<file path="src/hdl/sha_pkg.sv">
package sha_pkg;

    localparam int QDepth = 4;
    localparam int QAw    = $clog2(QDepth);

    typedef struct packed {
        logic [31:0] data;
        logic        digest;
    } t_qword;

    typedef enum logic [1:0] {F_IN, F_P80, F_ZERO, F_LEN} t_fstate;
    typedef enum logic [1:0] {B_ROUND, B_ADD, B_OUT} t_bstate;

    localparam logic [255:0] H_INIT = {
        32'h6a09e667, 32'hbb67ae85, 32'h3c6ef372, 32'ha54ff53a,
        32'h510e527f, 32'h9b05688c, 32'h1f83d9ab, 32'h5be0cd19};

    function automatic logic [31:0] h_init(input logic [2:0] idx);
        h_init = H_INIT[(7 - idx) * 32 +: 32];
    endfunction

    function automatic logic [31:0] ror(input logic [31:0] x, input int n);
        ror = (x >> n) | (x << (32 - n));
    endfunction

    function automatic logic [31:0] kconst(input logic [5:0] r);
        case (r)
            6'd0:  kconst = 32'h428a2f98; 6'd1:  kconst = 32'h71374491;
            6'd2:  kconst = 32'hb5c0fbcf; 6'd3:  kconst = 32'he9b5dba5;
            6'd4:  kconst = 32'h3956c25b; 6'd5:  kconst = 32'h59f111f1;
            6'd6:  kconst = 32'h923f82a4; 6'd7:  kconst = 32'hab1c5ed5;
            6'd8:  kconst = 32'hd807aa98; 6'd9:  kconst = 32'h12835b01;
            6'd10: kconst = 32'h243185be; 6'd11: kconst = 32'h550c7dc3;
            6'd12: kconst = 32'h72be5d74; 6'd13: kconst = 32'h80deb1fe;
            6'd14: kconst = 32'h9bdc06a7; 6'd15: kconst = 32'hc19bf174;
            6'd16: kconst = 32'he49b69c1; 6'd17: kconst = 32'hefbe4786;
            6'd18: kconst = 32'h0fc19dc6; 6'd19: kconst = 32'h240ca1cc;
            6'd20: kconst = 32'h2de92c6f; 6'd21: kconst = 32'h4a7484aa;
            6'd22: kconst = 32'h5cb0a9dc; 6'd23: kconst = 32'h76f988da;
            6'd24: kconst = 32'h983e5152; 6'd25: kconst = 32'ha831c66d;
            6'd26: kconst = 32'hb00327c8; 6'd27: kconst = 32'hbf597fc7;
            6'd28: kconst = 32'hc6e00bf3; 6'd29: kconst = 32'hd5a79147;
            6'd30: kconst = 32'h06ca6351; 6'd31: kconst = 32'h14292967;
            6'd32: kconst = 32'h27b70a85; 6'd33: kconst = 32'h2e1b2138;
            6'd34: kconst = 32'h4d2c6dfc; 6'd35: kconst = 32'h53380d13;
            6'd36: kconst = 32'h650a7354; 6'd37: kconst = 32'h766a0abb;
            6'd38: kconst = 32'h81c2c92e; 6'd39: kconst = 32'h92722c85;
            6'd40: kconst = 32'ha2bfe8a1; 6'd41: kconst = 32'ha81a664b;
            6'd42: kconst = 32'hc24b8b70; 6'd43: kconst = 32'hc76c51a3;
            6'd44: kconst = 32'hd192e819; 6'd45: kconst = 32'hd6990624;
            6'd46: kconst = 32'hf40e3585; 6'd47: kconst = 32'h106aa070;
            6'd48: kconst = 32'h19a4c116; 6'd49: kconst = 32'h1e376c08;
            6'd50: kconst = 32'h2748774c; 6'd51: kconst = 32'h34b0bcb5;
            6'd52: kconst = 32'h391c0cb3; 6'd53: kconst = 32'h4ed8aa4a;
            6'd54: kconst = 32'h5b9cca4f; 6'd55: kconst = 32'h682e6ff3;
            6'd56: kconst = 32'h748f82ee; 6'd57: kconst = 32'h78a5636f;
            6'd58: kconst = 32'h84c87814; 6'd59: kconst = 32'h8cc70208;
            6'd60: kconst = 32'h90befffa; 6'd61: kconst = 32'ha4506ceb;
            6'd62: kconst = 32'hbef9a3f7; 6'd63: kconst = 32'hc67178f2;
            default: kconst = 32'h0;
        endcase
    endfunction

endpackage

</file>
<file path="src/hdl/sha_front.sv">
module sha_front (
    input  logic          i_clk,
    input  logic          i_rst_n,
    input  logic          i_push,
    input  logic [7:0]    i_data_byte,
    input  logic          i_byte_present,
    input  logic          i_end_of_message,
    output logic          o_full,
    output logic          o_q_push,
    output sha_pkg::t_qword o_q_word,
    input  logic          i_q_full
);
    import sha_pkg::*;

    t_fstate     r_state, n_state;
    logic [5:0]  r_fill, n_fill;
    logic [63:0] r_bits, n_bits;
    logic [23:0] r_acc, n_acc;
    logic [2:0]  r_lcnt, n_lcnt;
    logic        step;
    logic [7:0]  step_byte;
    logic        word_blocked;

    assign word_blocked = (r_fill[1:0] == 2'd3) && i_q_full;

    always_ff @(posedge i_clk) begin
        if (!i_rst_n) begin
            r_state <= F_IN;
            r_fill  <= '0;
            r_bits  <= '0;
            r_lcnt  <= '0;
        end else begin
            r_state <= n_state;
            r_fill  <= n_fill;
            r_bits  <= n_bits;
            r_lcnt  <= n_lcnt;
        end
        r_acc <= n_acc;
    end

    always_comb begin
        n_state   = r_state;
        n_bits    = r_bits;
        n_lcnt    = r_lcnt;
        step      = 1'b0;
        step_byte = 8'h00;
        o_full    = (r_state != F_IN) || word_blocked;
        case (r_state)
            F_IN: begin
                if (i_push && !o_full) begin
                    step      = i_byte_present;
                    step_byte = i_data_byte;
                    if (i_byte_present) n_bits = r_bits + 64'd8;
                    if (i_end_of_message) n_state = F_P80;
                end
            end
            F_P80: begin
                if (!word_blocked) begin
                    step      = 1'b1;
                    step_byte = 8'h80;
                    n_state   = F_ZERO;
                end
            end
            F_ZERO: begin
                if (r_fill == 6'd56) begin
                    n_state = F_LEN;
                end else if (!word_blocked) begin
                    step = 1'b1;
                end
            end
            F_LEN: begin
                if (!word_blocked) begin
                    step      = 1'b1;
                    step_byte = r_bits[63:56];
                    n_bits    = {r_bits[55:0], 8'h00};
                    n_lcnt    = r_lcnt + 3'd1;
                    if (r_lcnt == 3'd7) n_state = F_IN;
                end
            end
            default: n_state = F_IN;
        endcase

        n_fill = step ? r_fill + 6'd1 : r_fill;
        n_acc  = step ? {r_acc[15:0], step_byte} : r_acc;
        o_q_push          = step && (r_fill[1:0] == 2'd3);
        o_q_word.data     = {r_acc, step_byte};
        o_q_word.digest   = (r_state == F_LEN) && (r_lcnt == 3'd7);
    end

endmodule

</file>
<file path="src/hdl/sha_fifo.sv">
module sha_fifo (
    input  logic          i_clk,
    input  logic          i_rst_n,
    input  logic          i_push,
    input  sha_pkg::t_qword i_word,
    output logic          o_full,
    input  logic          i_pop,
    output logic          o_valid,
    output sha_pkg::t_qword o_word
);
    import sha_pkg::*;

    t_qword       r_mem [QDepth];
    logic [QAw-1:0] r_wp, r_rp;
    logic [QAw:0]   r_cnt;

    assign o_full  = (r_cnt == (QAw+1)'(QDepth));
    assign o_valid = (r_cnt != '0);
    assign o_word  = r_mem[r_rp];

    always_ff @(posedge i_clk) begin
        if (!i_rst_n) begin
            r_wp  <= '0;
            r_rp  <= '0;
            r_cnt <= '0;
        end else begin
            if (i_push) r_wp <= r_wp + 1'b1;
            if (i_pop)  r_rp <= r_rp + 1'b1;
            r_cnt <= r_cnt + (QAw+1)'(i_push) - (QAw+1)'(i_pop);
        end
        if (i_push) r_mem[r_wp] <= i_word;
    end

endmodule

</file>
<file path="src/hdl/sha_core.sv">
module sha_core (
    input  logic          i_clk,
    input  logic          i_rst_n,
    input  logic          i_q_valid,
    input  sha_pkg::t_qword i_q_word,
    output logic          o_q_pop,
    output logic          o_empty,
    input  logic          i_pop,
    output logic [31:0]   o_digest_word,
    output logic [2:0]    o_word_index,
    output logic          o_final_word
);
    import sha_pkg::*;

    t_bstate     r_state, n_state;
    logic [5:0]  r_rnd;
    logic [2:0]  r_idx;
    logic        r_dig;
    logic        r_ovalid;
    logic [31:0] r_h [8];
    logic [31:0] r_v [8];
    logic [31:0] r_w [16];
    logic [31:0] r_wnext;
    logic [31:0] wt, wnext, t1, t2, s0, s1;
    logic        adv, load_out;

    assign o_empty = !r_ovalid;
    assign adv      = (r_state == B_ROUND) && (r_rnd[5:4] != 2'b00 || i_q_valid);
    assign o_q_pop  = (r_state == B_ROUND) && (r_rnd[5:4] == 2'b00) && i_q_valid;
    assign load_out = (r_state == B_OUT) && (!r_ovalid || i_pop);

    // schedule word for the next round is computed ahead and registered in r_wnext
    always_comb begin
        s0 = ror(r_w[2], 7) ^ ror(r_w[2], 18) ^ (r_w[2] >> 3);
        s1 = ror(r_w[15], 17) ^ ror(r_w[15], 19) ^ (r_w[15] >> 10);
        wnext = r_w[1] + s0 + r_w[10] + s1;
        wt = (r_rnd[5:4] == 2'b00) ? i_q_word.data : r_wnext;
        t1 = r_v[7] + (ror(r_v[4], 6) ^ ror(r_v[4], 11) ^ ror(r_v[4], 25))
           + ((r_v[4] & r_v[5]) ^ (~r_v[4] & r_v[6])) + kconst(r_rnd) + wt;
        t2 = (ror(r_v[0], 2) ^ ror(r_v[0], 13) ^ ror(r_v[0], 22))
           + ((r_v[0] & r_v[1]) ^ (r_v[0] & r_v[2]) ^ (r_v[1] & r_v[2]));
    end

    always_comb begin
        n_state = r_state;
        case (r_state)
            B_ROUND: if (adv && r_rnd == 6'd63) n_state = B_ADD;
            B_ADD:   n_state = r_dig ? B_OUT : B_ROUND;
            B_OUT:   if (load_out && r_idx == 3'd7) n_state = B_ROUND;
            default: n_state = B_ROUND;
        endcase
    end

    always_ff @(posedge i_clk) begin
        if (!i_rst_n) begin
            r_state  <= B_ROUND;
            r_rnd    <= '0;
            r_idx    <= '0;
            r_ovalid <= 1'b0;
            for (int i = 0; i < 8; i++) begin
                r_h[i] <= h_init(3'(i));
                r_v[i] <= h_init(3'(i));
            end
        end else begin
            r_state <= n_state;
            if (load_out)   r_ovalid <= 1'b1;
            else if (i_pop) r_ovalid <= 1'b0;
            case (r_state)
                B_ROUND: begin
                    if (adv) begin
                        r_rnd  <= r_rnd + 6'd1;
                        r_v[0] <= t1 + t2;
                        r_v[4] <= r_v[3] + t1;
                        for (int i = 1; i < 8; i++) begin
                            if (i != 4) r_v[i] <= r_v[i-1];
                        end
                    end
                end
                B_ADD: begin
                    for (int i = 0; i < 8; i++) begin
                        r_h[i] <= r_h[i] + r_v[i];
                        r_v[i] <= r_h[i] + r_v[i];
                    end
                    r_idx <= '0;
                end
                B_OUT: begin
                    if (load_out) begin
                        r_idx <= r_idx + 3'd1;
                        if (r_idx == 3'd7) begin
                            for (int i = 0; i < 8; i++) begin
                                r_h[i] <= h_init(3'(i));
                                r_v[i] <= h_init(3'(i));
                            end
                        end
                    end
                end
                default: ;
            endcase
        end
        if (adv) begin
            for (int i = 0; i < 15; i++) r_w[i] <= r_w[i+1];
            r_w[15] <= wt;
            r_wnext <= wnext;
        end
        if (o_q_pop && r_rnd == 6'd15) r_dig <= i_q_word.digest;
        if (load_out) begin
            o_digest_word <= r_h[r_idx];
            o_word_index  <= r_idx;
            o_final_word  <= (r_idx == 3'd7);
        end
    end

endmodule

</file>
<file path="src/hdl/sha256_hash_engine_unit.sv">
// SHA-256 engine, one message byte per input transaction.
// Input: drive i_data_byte / i_byte_present / i_end_of_message with i_push;
// the transaction is taken on a clock edge where i_push is high and o_full low.
// An item with i_byte_present low adds nothing; one with i_end_of_message high
// closes the message (its byte, if present, is hashed first).
// Output: while o_empty is low the oldest digest word sits on o_digest_word,
// o_word_index and o_final_word; i_pop takes it. Eight words per message.
// Bytes are taken one per cycle while the 4-entry word queue has room; the
// compression core runs one round per cycle (64 rounds plus an add step per
// block, the first 16 rounds paced by the queue). After the closing
// transaction o_full stays high while the pad and length bytes are fed in,
// longer while the queue is full. Digest word 0 is loaded into the output
// register in the output phase after the last block's add step, then one
// word per cycle while the receiver pops.
// A stalled receiver holds the core in its output phase; the front end keeps
// taking bytes until the queue fills, then raises o_full.
// Synchronous reset (i_rst_n low) loads the initial hash values, clears the
// byte and bit counters and empties the queue and output register.
module sha256_hash_engine_unit (
    input  logic        i_clk,
    input  logic        i_rst_n,
    input  logic        i_push,
    output logic        o_full,
    input  logic [7:0]  i_data_byte,
    input  logic        i_byte_present,
    input  logic        i_end_of_message,
    output logic        o_empty,
    input  logic        i_pop,
    output logic [31:0] o_digest_word,
    output logic [2:0]  o_word_index,
    output logic        o_final_word
);
    import sha_pkg::*;

    logic   q_push, q_full, q_pop, q_valid;
    t_qword q_in, q_out;

    sha_front u_front (
        .i_clk, .i_rst_n, .i_push, .i_data_byte, .i_byte_present,
        .i_end_of_message, .o_full,
        .o_q_push(q_push), .o_q_word(q_in), .i_q_full(q_full)
    );

    sha_fifo u_fifo (
        .i_clk, .i_rst_n,
        .i_push(q_push), .i_word(q_in), .o_full(q_full),
        .i_pop(q_pop), .o_valid(q_valid), .o_word(q_out)
    );

    sha_core u_core (
        .i_clk, .i_rst_n,
        .i_q_valid(q_valid), .i_q_word(q_out), .o_q_pop(q_pop),
        .o_empty, .i_pop, .o_digest_word, .o_word_index, .o_final_word
    );

    a_no_overflow: assert property (@(posedge i_clk) disable iff (!i_rst_n)
        !(q_push && q_full && !q_pop)) else $error("word queue overflow");

    a_final_idx: assert property (@(posedge i_clk) disable iff (!i_rst_n)
        !o_empty |-> (o_final_word == (o_word_index == 3'd7)))
        else $error("final_word mismatch");

    a_order: assert property (@(posedge i_clk) disable iff (!i_rst_n)
        (!o_empty && i_pop && !o_final_word) |=> (o_empty ||
        o_word_index == $past(o_word_index) + 3'd1))
        else $error("digest word order broken");

endmodule
</file>
<file path="config.mk">
export PLATFORM = sky130hd
export DESIGN_NAME = sha256_hash_engine_unit
export DESIGN_NICKNAME = d
export VERILOG_FILES = /design/src/hdl/sha_pkg.sv /design/src/hdl/sha_front.sv /design/src/hdl/sha_fifo.sv /design/src/hdl/sha_core.sv /design/src/hdl/sha256_hash_engine_unit.sv
export SDC_FILE = /design/constraint.sdc
export NUM_CORES = 2
export LEC_CHECK = 0
export BUFFER_PORTS_ARGS = -buffer_cell sky130_fd_sc_hd__buf_2
export CORE_UTILIZATION = 35
export CTS_CLUSTER_DIAMETER = 40
export DETAILED_ROUTE_END_ITERATION = 6
export PLACE_DENSITY = 0.51
export SETUP_SLACK_MARGIN = 0.02
export SYNTH_ARGS = -nofsm -noshare
export SYNTH_HDL_FRONTEND = slang
export SYNTH_SLANG_ARGS = --single-unit
</file>
<file path="constraint.sdc">
create_clock -name i_clk -period 22.4 [get_ports i_clk]
set_input_delay 2.24 -clock i_clk [delete_from_list [all_inputs] [get_ports i_clk]]
set_output_delay 2.24 -clock i_clk [all_outputs]
set_load 0.005 [all_outputs]
</file>
==> flow_summary_export.csv <==
group,metric,value,unit
status,status,"finished clean",
yosys,synth-warning-count,0,
clock_network,clockBufferDepth,3,
detailed_routing,post_drt_wl_per_cell,25.06,µm
yosys,async_reset_ff_frac,0,
place,hpwl,180.8,mm
worst_setup_path,cp-end-kind,"flop",
worst_setup_path,rr_worst_depth,30,
clock_network,clk_latency,0.93,ns
yosys,synth.top_cell.area_share,0.3770,
floorplanning,ios,52,
floorplanning,die_h,469.7,µm
clock_network,cts_tree,"built",
detailed_routing,routed_wl,252.0,mm
worst_hold_path,hold_path_depth,0,
clock_network,postCtsSetupRepairBufs,0,
worst_setup_path,r2r_slack,13.43,ns
worst_setup_path,critical_path_class,"reg2reg",
yosys,syn-instance-count,6949,
place,place_area,79930,µm²
clock_network,clock_sinks,1342,
yosys,yosys.area.top_type,"edfxtp_1",
job,drv_cap,0,
floorplanning,die_area,220600,µm²
worst_setup_path,cp-start-kind,"flop",
yosys,synth-main-ff-cell,"edfxtp_1",
sta,setup_violations,0,
clock_network,cts.clk_slew.worst_paths,0.06,ns
sta,worst_pin_slew,1.382,ns
sta,finalMaxSlewViolations,0,
clock_network,cts_made_buffers,241,
grt,overflow,0,
worst_hold_path,hp-class,"reg2reg",
detailed_routing,vias,55850,
grt,grt_pass1_vias,54240,
yosys,syn_nets,7566,
grt,grt.total_usage,0.2242,
clock_network,cts_resized,0,
grt,grt_pass1_wl,369.2,mm
worst_setup_path,crit_arrival,9.68,ns
detailed_routing,drc,0,
detailed_routing,dr.pass1.iters,6,
floorplanning,die_w,469.7,µm
yosys,yosysUniqueCellTypes,103,
clock_network,ctsHoldBuffers,0,
sta,fin_tns_setup,0,ns
sta,max_freq,111.5,MHz
yosys,synth-edff-count,961,
floorplanning,start_util,0.3525,
worst_setup_path,crit_path_max_incr_delay,1.24,ns
place,portBuffers,51,
floorplanning,core_area,217200,µm²
sta,fin_crit,8.966,ns
sta,post-route-period-util,0.4003,
yosys,seq_area_frac_synth,0.4766,
worst_setup_path,crit_required,23.11,ns
sta,finalClockSkew,0.1162,ns
sta,finalHoldViolations,0,
detailed_routing,drtIter0Drc,5024,
place,place_congestion,0.9062,
finish,nets,7603,
worst_setup_path,critPathMaxFanout,33,
finish,drive_above_1_share,0.1159,
finish,syn2layout_area_growth,15.80,%
clock_network,cts-root-buf,"clkbuf_16",
grt,grt_max_degree,198,
floorplanning,rows,171,
finish,final_common_cell,"edfxtp_1",
yosys,avgSynthCellArea,11.02,µm²
yosys,synth_area_leaders,"edfxtp_1 (38%), dfxtp_1 (10%), ha_1 (6.7%)",
yosys,syn_area,76550,µm²
finish,most-common-layout-cells,"edfxtp_1 (961), a21oi_1 (512), nand2_1 (506), nor2_1 (432), o21ai_0 (421)",
worst_setup_path,slowest_stage,"a2111oi_0",
sta,rsz0062_at_grt,"no",
grt,antenna_found_initial,7,
detailed_routing,avgViaCountPerCell,5.553,
detailed_routing,ant_nets,0,
clock_network,h-tree-depth,4,
finish,design_area,88650,µm²
yosys,synth_seq_cells,1342,
sta,slew_headroom,0.05504,
[synth_stat cells (18+ instances only)]
| master | number |
|---|---|
| a211oi_1 | 60 |
| a21boi_0 | 18 |
| a21o_1 | 217 |
| a21oi_1 | 514 |
| a221oi_1 | 54 |
| a22oi_1 | 32 |
| a31oi_1 | 65 |
| and2_1 | 53 |
| and3_1 | 57 |
| buf_1 | 42 |
| buf_2 | 18 |
| clkbuf_1 | 287 |
| dfxtp_1 | 381 |
| edfxtp_1 | 961 |
| fa_1 | 196 |
| ha_1 | 407 |
| inv_1 | 363 |
| maj3_1 | 22 |
| mux2_2 | 66 |
| mux2i_1 | 57 |
| mux4_2 | 97 |
| nand2_1 | 512 |
| nand2b_1 | 70 |
| nand3_1 | 122 |
| nand4_1 | 35 |
| nor2_1 | 438 |
| nor2b_1 | 48 |
| nor3_1 | 98 |
| nor4_1 | 20 |
| o211ai_1 | 68 |
| o21a_1 | 122 |
| o21ai_0 | 421 |
| o21ai_1 | 29 |
| o21bai_1 | 51 |
| o221a_2 | 20 |
| o22ai_1 | 28 |
| o31ai_1 | 21 |
| or2_2 | 20 |
| or3_1 | 25 |
| xnor2_1 | 408 |
| xor2_1 | 177 |
[through the flow]
stage | hold slack [ns] | cells | worst slack, ns | util
2_1_floorplan | 0.4003 | 6949 | 6.220 | -
3_5_place_dp | 0.4045 | 9597 | 13.71 | 0.3681
6_report | 0.3902 | 10060 | 13.43 | 0.4082
4_1_cts | 0.3987 | 10060 | 13.56 | 0.4082
3_3_place_gp | 0.4001 | 9597 | 13.71 | 0.3681
5_1_grt | 0.3920 | 10060 | 13.05 | 0.4082
[critical path: cells and delay by family (launching register included)]
family | cells | cell delay, ns
xor gates and xnor gates | 3 | 0.49
DFF | 1 | 0.30
AOI/OAI and AO/OA | 9 | 2.99
muxes | 2 | 0.87
and+or+nand+nor | 4 | 0.58
adders and majority gates | 6 | 2.41
buffers and inverters | 6 | 1.09
[registers in the layout, summed over array words and instances (netlist names), 3 cells and up, named ones only]
signal and cells:
u_fifo.r_cnt 3, u_core.r_wnext 32, u_fifo.r_mem 132, u_core.r_idx 3, u_front.r_lcnt 3, u_core.r_rnd 6
u_core.r_v 256, u_core.o_digest_word 32, u_front.r_bits 61, u_front.r_acc 24, u_core.o_word_index 3, u_core.r_w 480
u_core.r_h 256, u_front.r_fill 6
[cell type report]
class                           instances  area [µm²]
Tap cell                             2854        3571
Clock inverter                        182        2338
Inverter                              368        1391
Fill cell                           20600      128500
Clock buffer                          277        6374
Sequential cell                      1342       36500
Multi-Input combinational cell       4890       37500
Antenna cell                            2       5.005
Timing Repair Buffer                  143       973.4
[metal layers]
layer | vias to the layer above | track usage | part of all wire
met5 | - | 0 | 0
met4 | 0 | 0.05886 | 0.023
met3 | 316 | 0.03982 | 0.066
met2 | 1893 | 0.3398 | 0.44
met1 | 27980 | 0.3271 | 0.47
li1 | 25660 | - | -
[cells by family (layout without fill, tap and decap cells)]
family,count (synthesis),in the layout,synth area share
AO/OA/AOI/OAI,1919,1919,0.1622
flip-flops,1342,1342,0.4766
buffers and inverters,717,970,0.03552
XOR/XNOR,586,586,0.06714
AND/OR/NAND/NOR,1540,1540,0.09216
multiplexers,220,220,0.04570
adder cells (fa/ha/maj),625,625,0.1207
other,0,2,0
[path summary, 6_finish.rpt]
path | end | start
max | u_core.r_v[0][31] | flop
min | u_core.r_w[8][4] | u_core.r_w[9][4]
max reg2reg | u_core.r_v[0][31] | flop
min reg2reg | u_core.r_w[8][4] | u_core.r_w[9][4]
Power is left out: the tool's default activity adds up to more than one toggle a clock period on the data nets, which glitch-free logic cannot reach.
